$ cat config.mk
export PLATFORM = sky130hd
export DESIGN_NAME = html_tag_blanker_top
export DESIGN_NICKNAME = d
export VERILOG_FILES = /design/src/rtl/core/htb_pkg.sv /design/src/rtl/core/htb_ctrl.sv /design/src/rtl/core/htb_outreg.sv /design/src/rtl/core/html_tag_blanker_top.sv
export SDC_FILE = /design/constraint.sdc
export NUM_CORES = 1
export LEC_CHECK = 0
export BUFFER_PORTS_ARGS = -buffer_cell sky130_fd_sc_hd__buf_2
export CAP_MARGIN = 20
export CORE_AREA = 8 8 134 136
export CTS_BUF_LIST = sky130_fd_sc_hd__clkbuf_8 sky130_fd_sc_hd__clkbuf_16
export DETAILED_ROUTE_END_ITERATION = 6
export DIE_AREA = 0 0 142 144
export SLEW_MARGIN = 5
export SYNTH_ARGS = -nofsm -noshare
export SYNTH_HDL_FRONTEND = slang
export SYNTH_SLANG_ARGS = --single-unit
$ cat constraint.sdc
create_clock -name clk -period 17.05 [get_ports clk]
set_input_delay 1.705 -clock clk [delete_from_list [all_inputs] [get_ports clk]]
set_output_delay 1.705 -clock clk [all_outputs]
set_load 0.005 [all_outputs]
$ cat src/rtl/core/htb_pkg.sv
// htb_pkg: shared types, character codes and end-marker tables for the HTML tag blanker.
// No dependencies; imported by every module of the block.
package htb_pkg;

  localparam logic [7:0] CH_LT    = 8'h3C;
  localparam logic [7:0] CH_GT    = 8'h3E;
  localparam logic [7:0] CH_SP    = 8'h20;
  localparam logic [7:0] CH_DASH  = 8'h2D;
  localparam logic [7:0] CH_SLASH = 8'h2F;
  localparam logic [7:0] CH_UC_A  = 8'h41;
  localparam logic [7:0] CH_UC_Z  = 8'h5A;

  localparam int HASH_W = 22;
  localparam logic [HASH_W-1:0] HASH_MAX     = 22'h3FFFFF;
  localparam logic [HASH_W-1:0] HASH_COMMENT = 22'd441;
  localparam logic [HASH_W-1:0] HASH_SCRIPT  = 22'd3052;
  localparam logic [HASH_W-1:0] HASH_STYLE   = 22'd2268;

  localparam logic [1:0] COMMENT_LEN = 2'd3;
  localparam logic [3:0] SCRIPT_LEN  = 4'd8;
  localparam logic [2:0] STYLE_LEN   = 3'd7;

  // "/script>" and "/style>"
  localparam logic [7:0] MK_SCRIPT [8] = '{8'h2F, 8'h73, 8'h63, 8'h72,
                                           8'h69, 8'h70, 8'h74, 8'h3E};
  localparam logic [7:0] MK_STYLE [7] = '{8'h2F, 8'h73, 8'h74, 8'h79,
                                          8'h6C, 8'h65, 8'h3E};

  typedef struct packed {
    logic [7:0] text_byte;
    logic       last;
  } htb_item_t;

  function automatic logic [7:0] to_lower(input logic [7:0] c);
    if (c >= CH_UC_A && c <= CH_UC_Z) begin
      return c + 8'd32;
    end
    return c;
  endfunction

  // "-->": a dash after "--" keeps two dashes matched
  function automatic logic [1:0] comment_adv(input logic [1:0] p, input logic [7:0] c);
    logic [1:0] q;
    q = (p == COMMENT_LEN) ? 2'd0 : p;
    if (q == 2'd2 && c == CH_GT) begin
      return 2'd3;
    end
    if (c == CH_DASH) begin
      return (q == 2'd0) ? 2'd1 : 2'd2;
    end
    return 2'd0;
  endfunction

  // all marker bytes distinct: a mismatch restarts on '/' only
  function automatic logic [3:0] script_adv(input logic [3:0] p, input logic [7:0] c);
    logic [2:0] idx;
    idx = (p >= SCRIPT_LEN) ? 3'd0 : p[2:0];
    if (c == MK_SCRIPT[idx]) begin
      return {1'b0, idx} + 4'd1;
    end
    return (c == CH_SLASH) ? 4'd1 : 4'd0;
  endfunction

  function automatic logic [2:0] style_adv(input logic [2:0] p, input logic [7:0] c);
    logic [2:0] idx;
    idx = (p == STYLE_LEN) ? 3'd0 : p;
    if (c == MK_STYLE[idx]) begin
      return idx + 3'd1;
    end
    return (c == CH_SLASH) ? 3'd1 : 3'd0;
  endfunction

endpackage

$ cat src/rtl/core/htb_ctrl.sv
// htb_ctrl: tag-tracking state, name hash and end-marker matchers; one byte per transaction.
// Depends on htb_pkg.
module htb_ctrl #(
  parameter int MAX_NAME = 128
) (
  input  logic              clk,
  input  logic              rst_n,
  input  logic              accept,
  input  htb_pkg::htb_item_t item,
  output htb_pkg::htb_item_t res
);
  import htb_pkg::*;

  localparam int PW = $clog2(MAX_NAME + 1);
  localparam int SW = (PW + 9 > HASH_W + 1) ? PW + 9 : HASH_W + 1;

  typedef enum logic [2:0] {
    M_NORMAL  = 3'd0,
    M_NAME    = 3'd1,
    M_COMMENT = 3'd2,
    M_SCRIPT  = 3'd3,
    M_STYLE   = 3'd4,
    M_PLAIN   = 3'd5
  } mode_t;

  mode_t             mode_r, mode_nxt;
  logic [HASH_W-1:0] hash_r, hash_nxt;
  logic [PW-1:0]     pos_r, pos_nxt;
  logic [1:0]        comm_r, comm_nxt;
  logic [3:0]        scr_r, scr_nxt;
  logic [2:0]        sty_r, sty_nxt;

  logic [7:0]    b, lc;
  logic [1:0]    comm_adv;
  logic [3:0]    scr_adv;
  logic [2:0]    sty_adv;
  logic [PW-1:0] pos_inc;
  logic [PW+7:0] prod;
  logic [SW-1:0] sum;
  logic          term;

  assign b        = item.text_byte;
  assign lc       = to_lower(b);
  assign comm_adv = comment_adv(comm_r, lc);
  assign scr_adv  = script_adv(scr_r, lc);
  assign sty_adv  = style_adv(sty_r, lc);
  assign pos_inc  = pos_r + 1'b1;
  assign prod     = pos_inc * b;
  assign sum      = SW'(hash_r) + SW'(prod);
  assign term     = (b == CH_SP) || (b == CH_GT);

  always_comb begin
    mode_nxt      = mode_r;
    hash_nxt      = hash_r;
    pos_nxt       = pos_r;
    comm_nxt      = comm_r;
    scr_nxt       = scr_r;
    sty_nxt       = sty_r;
    res.text_byte = CH_SP;
    res.last      = item.last;
    unique case (mode_r)
      M_NAME: begin
        comm_nxt = comm_adv;
        scr_nxt  = scr_adv;
        sty_nxt  = sty_adv;
        if (term) begin
          if (hash_r == HASH_COMMENT) begin
            mode_nxt = (comm_adv == COMMENT_LEN) ? M_NORMAL : M_COMMENT;
          end else if (hash_r == HASH_SCRIPT) begin
            mode_nxt = (scr_adv == SCRIPT_LEN) ? M_NORMAL : M_SCRIPT;
          end else if (hash_r == HASH_STYLE) begin
            mode_nxt = (sty_adv == STYLE_LEN) ? M_NORMAL : M_STYLE;
          end else begin
            mode_nxt = (b == CH_GT) ? M_NORMAL : M_PLAIN;
          end
        end else if (pos_r < PW'(MAX_NAME)) begin
          pos_nxt  = pos_inc;
          hash_nxt = (sum > SW'(HASH_MAX)) ? HASH_MAX : sum[HASH_W-1:0];
        end
      end
      M_COMMENT: begin
        comm_nxt = comm_adv;
        scr_nxt  = scr_adv;
        sty_nxt  = sty_adv;
        if (comm_adv == COMMENT_LEN) begin
          mode_nxt = M_NORMAL;
        end
      end
      M_SCRIPT: begin
        comm_nxt = comm_adv;
        scr_nxt  = scr_adv;
        sty_nxt  = sty_adv;
        if (scr_adv == SCRIPT_LEN) begin
          mode_nxt = M_NORMAL;
        end
      end
      M_STYLE: begin
        comm_nxt = comm_adv;
        scr_nxt  = scr_adv;
        sty_nxt  = sty_adv;
        if (sty_adv == STYLE_LEN) begin
          mode_nxt = M_NORMAL;
        end
      end
      M_PLAIN: begin
        if (b == CH_GT) begin
          mode_nxt = M_NORMAL;
        end
      end
      default: begin
        mode_nxt      = M_NORMAL;
        res.text_byte = b;
        if (b == CH_LT) begin
          res.text_byte = CH_SP;
          mode_nxt      = M_NAME;
          pos_nxt       = PW'(1);
          hash_nxt      = HASH_W'(CH_LT);
          comm_nxt      = comment_adv(2'd0, CH_LT);
          scr_nxt       = script_adv(4'd0, CH_LT);
          sty_nxt       = style_adv(3'd0, CH_LT);
        end
      end
    endcase
    if (item.last) begin
      mode_nxt = M_NORMAL;
      hash_nxt = '0;
      pos_nxt  = '0;
      comm_nxt = '0;
      scr_nxt  = '0;
      sty_nxt  = '0;
    end
  end

  always_ff @(posedge clk) begin
    if (!rst_n) begin
      mode_r <= M_NORMAL;
      hash_r <= '0;
      pos_r  <= '0;
      comm_r <= '0;
      scr_r  <= '0;
      sty_r  <= '0;
    end else if (accept) begin
      mode_r <= mode_nxt;
      hash_r <= hash_nxt;
      pos_r  <= pos_nxt;
      comm_r <= comm_nxt;
      scr_r  <= scr_nxt;
      sty_r  <= sty_nxt;
    end
  end

endmodule

$ cat src/rtl/core/htb_outreg.sv
// htb_outreg: result register with valid/ready; takes a new result while the old one leaves.
// Depends on htb_pkg.
module htb_outreg (
  input  logic               clk,
  input  logic               rst_n,
  input  logic               load,
  input  htb_pkg::htb_item_t res,
  output logic               can_load,
  output logic               out_valid,
  input  logic               out_ready,
  output logic [7:0]         out_byte,
  output logic               out_last
);
  import htb_pkg::*;

  logic      valid_r;
  htb_item_t data_r;

  assign can_load  = !valid_r || out_ready;
  assign out_valid = valid_r;
  assign out_byte  = data_r.text_byte;
  assign out_last  = data_r.last;

  always_ff @(posedge clk) begin
    if (!rst_n) begin
      valid_r <= 1'b0;
    end else if (can_load) begin
      valid_r <= load;
    end
  end

  always_ff @(posedge clk) begin
    if (load) begin
      data_r <= res;
    end
  end

endmodule

$ cat src/rtl/core/html_tag_blanker_top.sv
// html_tag_blanker_top: streaming HTML tag blanker, one text byte in and one byte out.
// Depends on htb_pkg, htb_ctrl and htb_outreg.
//
// Usage: bytes of a text chunk enter on the in_ channel (in_text_byte, in_last marks
// the chunk's final byte). Each input transaction yields exactly one output
// transaction carrying the same byte, or a space when the byte lies inside a tag.
// A tag opens at '<'; its name hash selects whether it closes at "-->",
// "/script>", "/style>" or the next '>'. A tag still open at the final byte is
// blanked through it, and all tag state clears after every final byte.
// Timing: out_valid rises in the cycle after the input transaction.
// Throughput: one byte per cycle while the receiver does not stall; the tag state update
// is combinational (a narrow position-by-byte multiply, a saturating add) into its registers.
// Stall: in_ready = !out_valid || out_ready, so a byte is taken in the same cycle
// the waiting result leaves; while the receiver stalls the result holds and in_ready
// stays low.
// Reset: synchronous, active low; clears the tag state and drops out_valid.
module html_tag_blanker_top #(
  parameter int MAX_NAME = 128
) (
  input  logic       clk,
  input  logic       rst_n,
  input  logic       in_valid,
  output logic       in_ready,
  input  logic [7:0] in_text_byte,
  input  logic       in_last,
  output logic       out_valid,
  input  logic       out_ready,
  output logic [7:0] out_byte,
  output logic       out_last
);
  import htb_pkg::*;

  htb_item_t item;
  htb_item_t res;
  logic      accept;

  assign item.text_byte = in_text_byte;
  assign item.last      = in_last;
  assign accept         = in_valid && in_ready;

  htb_ctrl #(
    .MAX_NAME(MAX_NAME)
  ) u_ctrl (
    .clk   (clk),
    .rst_n (rst_n),
    .accept(accept),
    .item  (item),
    .res   (res)
  );

  htb_outreg u_outreg (
    .clk      (clk),
    .rst_n    (rst_n),
    .load     (accept),
    .res      (res),
    .can_load (in_ready),
    .out_valid(out_valid),
    .out_ready(out_ready),
    .out_byte (out_byte),
    .out_last (out_last)
  );

endmodule

# Word level (Yosys, flattened, before mapping)
# Memory sizes are Yosys's and may differ from the RTL's.
# Index checks and enable logic that the tools add are counted.
# Widths: inputs -> output; s select.
[totals] output_inout_bits=11 mem_bits_ro=128 regBits=52 wordCells=133 memories=2 input_bits=13
[mem_list] name="(name not given)" depth=8 word_bits=8 read_ports=1 rd_clocked_by_memory_dff=0 wr=0 line="htb_pkg.sv:67" source="if (c == MK_STYLE[idx]) begin"
[mem_list] name="(name not given)" depth=8 word_bits=8 read_ports=1 rd_clocked_by_memory_dff=0 wr=0 line="htb_pkg.sv:58" source="if (c == MK_SCRIPT[idx]) begin"
[op_classes] n_mul=1 mux=61 reduce_logical=15 add_sub_neg=5 bitwise_logic=2 n_lt_le_gt_ge=7 eq_ne=31
[op_table] op="$mux 22" count=5
[op_table] op="$mux 8" count=10
[op_table] op="$mux 3" count=17
[op_table] op="$eq 8x6->1 const B" count=6
[op_table] op="$eq 22x12->1 const B" count=2
[op_table] op="$pmux 22 s2" count=1
[op_table] op="$add 22x16->23" count=1
[op_table] op="$gt 23x22->1 const B" count=1
[op_table] op="$eq 22x9->1 const B" count=1
[op_table] op="$mux 2" count=10
[op_table] op="$ne 3x2->1 const B" count=6
[op_table] op="$eq 8x8->1" count=2
[op_table] op="$mul 8x8->16" count=1
[op_table] op="$mux 4" count=4
[op_table] op="$pmux 8 s2" count=1
[op_table] op="$pmux 3 s5" count=1
[op_table] op="$eq 3x3->1 const B" count=4
[op_table] op="$ge 4x4->1 const B" count=3
[op_table] op="$mux 1" count=9
[op_table] op="$add 8x1->8 const B" count=1
[op_table] op="$add 8x6->8 const B" count=1
[op_table] op="$ge 8x7->1 const B" count=1
[op_table] op="$le 8x7->1 const B" count=1
[op_table] op="$lt 8x8->1 const B" count=1
[op_table] op="other kinds (23)" count=32

# Longest topological paths before layout
[depth] ltp_word=17 depth_mapped=22 depth_no_buf=21

# Hierarchy
# A second synthesis with hierarchy kept.
[hier_totals] hier_cells=724 area_unflattened_um2=5943.2
[by_module_without_submodules] mod="htb_ctrl" area_per_inst_um2=5617.9 cells_per_inst=710 seq_area_each_um2=840.8 n_inst=1
[by_module_without_submodules] mod="htb_outreg" area_per_inst_um2=319.1 cells_per_inst=13 seq_area_each_um2=290.3 n_inst=1
[by_module_without_submodules] mod="html_tag_blanker_top" area_per_inst_um2=6.3 cells_per_inst=1 seq_area_each_um2=0.0 n_inst=1

# Worst setup path before layout
# OpenSTA, ideal clock, no wires.
[synth_path] path_type="input -> register" startpoint="input port in_text_byte[1]" endpoint="register u_ctrl.hash_r[15]" path_slack_ns=10.586 t_arrival_ns=6.350 required_ns=16.936 setup_time_ns=0.114 path_buffers=2 stages=18 cell_sequence="clkbuf_1 -> clkbuf_1 -> nand2_1 -> fa_1 -> inv_1 -> fa_1 -> inv_1 -> fa_1 -> fa_1 -> inv_1 -> ha_1 -> and3_1 -> a2111oi_4 -> o221ai_1 -> a221oi_1 -> xor2_1 -> a21oi_1 -> a21o_1"
[synth_between] elab_chain_cells=8 word_cells_on_any_way=15 cone_classes="add/sub (1); mul (1); order compare (1); eq/ne (4); mux (5); reduce/logical (3)"
[synth_lines] element="from (decl)" line="html_tag_blanker_top.sv:24" source="input logic [7:0] in_text_byte,"
[synth_lines] element="$mul 8x8->16" line="htb_ctrl.sv:48" source="assign prod = pos_inc * b;"
[synth_lines] element="$add 22x16->23" line="htb_ctrl.sv:49" source="assign sum = SW'(hash_r) + SW'(prod);"
[synth_lines] element="$gt 23x22->1" line="htb_ctrl.sv:78" source="hash_nxt = (sum > SW'(HASH_MAX)) ? HASH_MAX : sum[HASH_W-1:0];"
[synth_lines] element="$mux 22" line="htb_ctrl.sv:78"
[synth_lines] element="$mux 22" line="htb_ctrl.sv:76" source="end else if (pos_r < PW'(MAX_NAME)) begin"
[synth_lines] element="$mux 22" line="htb_ctrl.sv:66" source="if (term) begin"
[synth_lines] element="$pmux 22 s2" line="htb_ctrl.sv:61" source="unique case (mode_r)"
[synth_lines] element="$mux 22" line="htb_ctrl.sv:124" source="if (item.last) begin"
[synth_lines] element="to (signal assigned)" line="htb_ctrl.sv:144" source="hash_r <= hash_nxt;"
[synth_lines] element="to (decl)" line="htb_ctrl.sv:27" source="logic [HASH_W-1:0] hash_r, hash_nxt;"
# Several ways; a longest one is shown, not always the timed one. The select of a mux whose other input is x is not followed.
# A chain may end at the register's enable or synchronous reset.

# Final worst setup path
[layout_path] startpoint="register u_ctrl.pos_r[0]" endpoint="register u_ctrl.hash_r[4]"
[layout_between] elab_chain_cells=9 word_cells_on_any_way=12 cone_classes="add/sub (2); mul (1); order compare (2); eq/ne (1); mux (5); reduce/logical (1)"
[layout_lines] element="from (decl)" line="htb_ctrl.sv:28" source="logic [PW-1:0] pos_r, pos_nxt;"
[layout_lines] element="from (signal assigned)" line="htb_ctrl.sv:145" source="pos_r <= pos_nxt;"
[layout_lines] element="$add 8x1->8" line="htb_ctrl.sv:47" source="assign pos_inc = pos_r + 1'b1;"
[layout_lines] element="$mul 8x8->16" line="htb_ctrl.sv:48"
[layout_lines] element="$add 22x16->23" line="htb_ctrl.sv:49"
[layout_lines] element="$gt 23x22->1" line="htb_ctrl.sv:78"
[layout_lines] element="$mux 22" line="htb_ctrl.sv:78"
[layout_lines] element="$mux 22" line="htb_ctrl.sv:76"
[layout_lines] element="$mux 22" line="htb_ctrl.sv:66"
[layout_lines] element="$pmux 22 s2" line="htb_ctrl.sv:61"
[layout_lines] element="$mux 22" line="htb_ctrl.sv:124"
# Several ways; a longest one is shown, not always the timed one. The select of a mux whose other input is x is not followed.

==> results.sh <==
export IMPL_status="finished clean"
export IMPL_rrSetupSlack_ns=10.20
export IMPL_syn_cell_area_um2=6060
export IMPL_cts_root_buf="clkbuf_16"
export IMPL_chipWidth_um=142
export IMPL_netlist_cell_type_count=81
export IMPL_io_buffer_count=23
export IMPL_finalSetupViolations=0
export IMPL_hold_path_class="reg2reg"
export IMPL_grt_max_degree=39
export IMPL_maxSlewHeadroom_pct=42.8
export IMPL_synth_edf_count=9
export IMPL_ys_dominant_reg_cell="dfxtp_1"
export IMPL_drv_cap=0
export IMPL_clk_latency_ns=0.30
export IMPL_crit_path_end_kind="flip-flop"
export IMPL_final_common_cell="inv_1"
export IMPL_gr_usage_met2_pct=26.4
export IMPL_track_usage_pct=15.8
export IMPL_nets=828
export IMPL_avgRoutedWirePerCell_um=16.3
export IMPL_ant_nets=0
export IMPL_vias=4868
export IMPL_synthArstFlopShare_pct=0
export IMPL_ys_seq_area_share_pct=18.7
export IMPL_syn_nets=827
export IMPL_coreArea_um2=16100
export IMPL_cts_buffers=5
export IMPL_drtIter0Drc=268
export IMPL_rsz0062_at_grt="no"
export IMPL_period_minus_slack_ns=6.85
export IMPL_globalplace_congestion=0.839
export IMPL_h_tree_depth=2
export IMPL_cts_resized=0
export IMPL_diodes=0
export IMPL_ys_seq_elements=52
export IMPL_die_area_um2=20400
export IMPL_cts_reportedPaths_clkPinSlew_ns=0.07
export IMPL_utilization_pct=40.5
export IMPL_yosysWarnings=0
export IMPL_power_density_nw_per_um2=46.5
export IMPL_start_util_pct=37.7
export IMPL_required_ns=17.23
export IMPL_ctsLongestPathBuffers=2
export IMPL_hold_buffers=0
export IMPL_drive_above_1_share_pct=7.56
export IMPL_criticalPathCategory="reg2reg"
export IMPL_vdd_drop_max_mv=0.0335
export IMPL_cts_tree="yes"
export IMPL_grt_pass1_vias=4838
export IMPL_via_per_inst=5.21
export IMPL_final_cell_mix="inv_1 (112), ha_1 (52), fa_1 (50)"
export IMPL_dp_hpwl_mm=12.2
export IMPL_cts_sinks=52
export IMPL_final_max_slew_viol_count=0
export IMPL_setup_tns_ns=0
export IMPL_drc=0
export IMPL_period_share_pct=40.2
export IMPL_worstPathMaxFanout=13
export IMPL_num_rows=47
export IMPL_use_met1_pct=20.6
export IMPL_dr_pass1_iters=5
export IMPL_fp_dieH_um=144
export IMPL_crit_arrival_ns=7.04
export IMPL_ioPinCount=24
export IMPL_fill_cells=1649
export IMPL_power_leakage_uw=0.00295
export IMPL_hold_ws_ns=0.478
export IMPL_synthCells=712
export IMPL_cp_start_kind="flip-flop"
export IMPL_hold_violations=0
export IMPL_totalWireLength_mm=15.2
export IMPL_worstMarginPinSlew_ns=0.852
export IMPL_syn_area_per_cell_um2=8.51
export IMPL_grt_pass1_wl_mm=25.5
export IMPL_clock_fmax_mhz=146
export IMPL_met3_usage_pct=2.28
export IMPL_antenna_found_initial=0
export IMPL_grt_busiest_layer="met2"
export IMPL_post_cts_buffers=0
export IMPL_area_delta_synth_final_pct=7.29
export IMPL_gr_total_overflow=0
export IMPL_fin_skew_ns=0.00224
metrics by stage:
stage | setup WS (ns) | total power [uW] | cell area [um^2] | std cells
floorplan | 10.59 | 168 | 6060 | 712
global placement | 10.01 | 181 | 6320 | 926
detailed placement | 9.92 | 181 | 6320 | 926
CTS | 10.17 | 307 | 6500 | 934
global route | 9.63 | 320 | 6500 | 934
finish | 10.20 | 302 | 6500 | 934
final cells by class:
cell class,instances,area [um^2],share of cell area (%)
inverter,111,417,6.41
clock buffer,6,150,2.31
clock inverter,2,33.8,0.520
timing repair buffer,26,138,2.12
sequential,52,1130,17.4
multi-input combinational,517,4360,67.0
tap,220,275,4.23
path summary, 6_finish.rpt:
check	from	to	cells after the start
min	u_ctrl.comm_r[0]	u_ctrl.comm_r[0]	2
max reg2reg	u_ctrl.pos_r[0]	u_ctrl.hash_r[4]	18
min reg2reg	u_ctrl.comm_r[0]	u_ctrl.comm_r[0]	2
max	u_ctrl.pos_r[0]	u_ctrl.hash_r[4]	18
synthesized netlist by cell type (all sizes together) (3+ instances only):
library cell,count,area [um^2]
inv,111,417
ha,52,651
fa,50,1000
nand2,47,179
dfxtp,43,861
nor2,34,135
and2,32,200
o21ai,25,140
a21oi,23,130
nand3,22,110
nor2b,19,119
clkbuf,18,67.6
nor3,17,85.1
a21o,15,113
nand2b,15,93.8
xnor2,15,139
buf,14,87.6
xor2,13,114
and3,11,68.8
a211oi,9,67.6
edfxtp,9,270
a21boi,8,60.1
nand4,8,50.1
a22oi,6,45.0
a31oi,6,37.5
o211ai,6,45.0
a311o,5,50.1
mux2i,5,50.1
nor3b,5,37.5
o21a,5,37.5
a2111oi,4,55.1
a221oi,4,35.0
o31ai,4,30.0
a32oi,3,26.3
a41oi,3,26.3
nand3b,3,22.5
nor4,3,18.8
o21bai,3,26.3
or3,3,18.8
kinds of logic after synthesis:
kind of cell / after synthesis / share of synthesized area (%)
compound gates: 147 / 18.3
xor+xnor: 28 / 4.17
fa+ha+maj: 102 / 27.3
buf+inv: 143 / 9.44
flops: 52 / 18.7
mux: 6 / 1.07
simple gates: 234 / 21.1
routing by layer:
layer,wire (um),share of wire [%],vias to the layer above
met5,0,0,-
li1,-,-,2435
met3,486,3.2,22
met1,7170,47,2322
met4,331,2.2,0
met2,7260,48,89
critical path, stage by stage, from the launching register on:
cell and delay [ns]:
dfxtp_1 0.62, ha_1 0.31, nand3_1 0.14, xnor2_1 0.70, and2_1 0.26, fa_1 0.42
fa_1 0.54, fa_1 0.62, inv_1 0.08, fa_1 0.53, inv_1 0.04, ha_1 0.35
a21o_1 0.23, a21o_1 0.19, a2111oi_1 0.49, o21ai_1 0.18, nand4_1 0.41, a211oi_1 0.23
a311o_1 0.39
where the power goes:
| part | total [uW] | internal [uW] | switching, uW | leakage [uW] |
|---|---|---|---|---|
| clock network | 124 | 77.7 | 46.0 | 0.0000934 |
| logic | 49.7 | 17.8 | 31.9 | 0.00242 |
| registers | 129 | 127 | 1.66 | 0.000434 |
| total | 302 | 223 | 79.5 | 0.00295 |
state kept, by name (all words and copies together) (netlist names):
name                count
u_outreg.out_byte       8
u_outreg.out_last       1
u_ctrl.pos_r            8
u_ctrl.hash_r          22
u_ctrl.mode_r           3
u_ctrl.comm_r           2
u_outreg.out_valid      1
u_ctrl.sty_r            3
u_ctrl.scr_r            4
No activity file was read; power rests on OpenSTA's default activity.
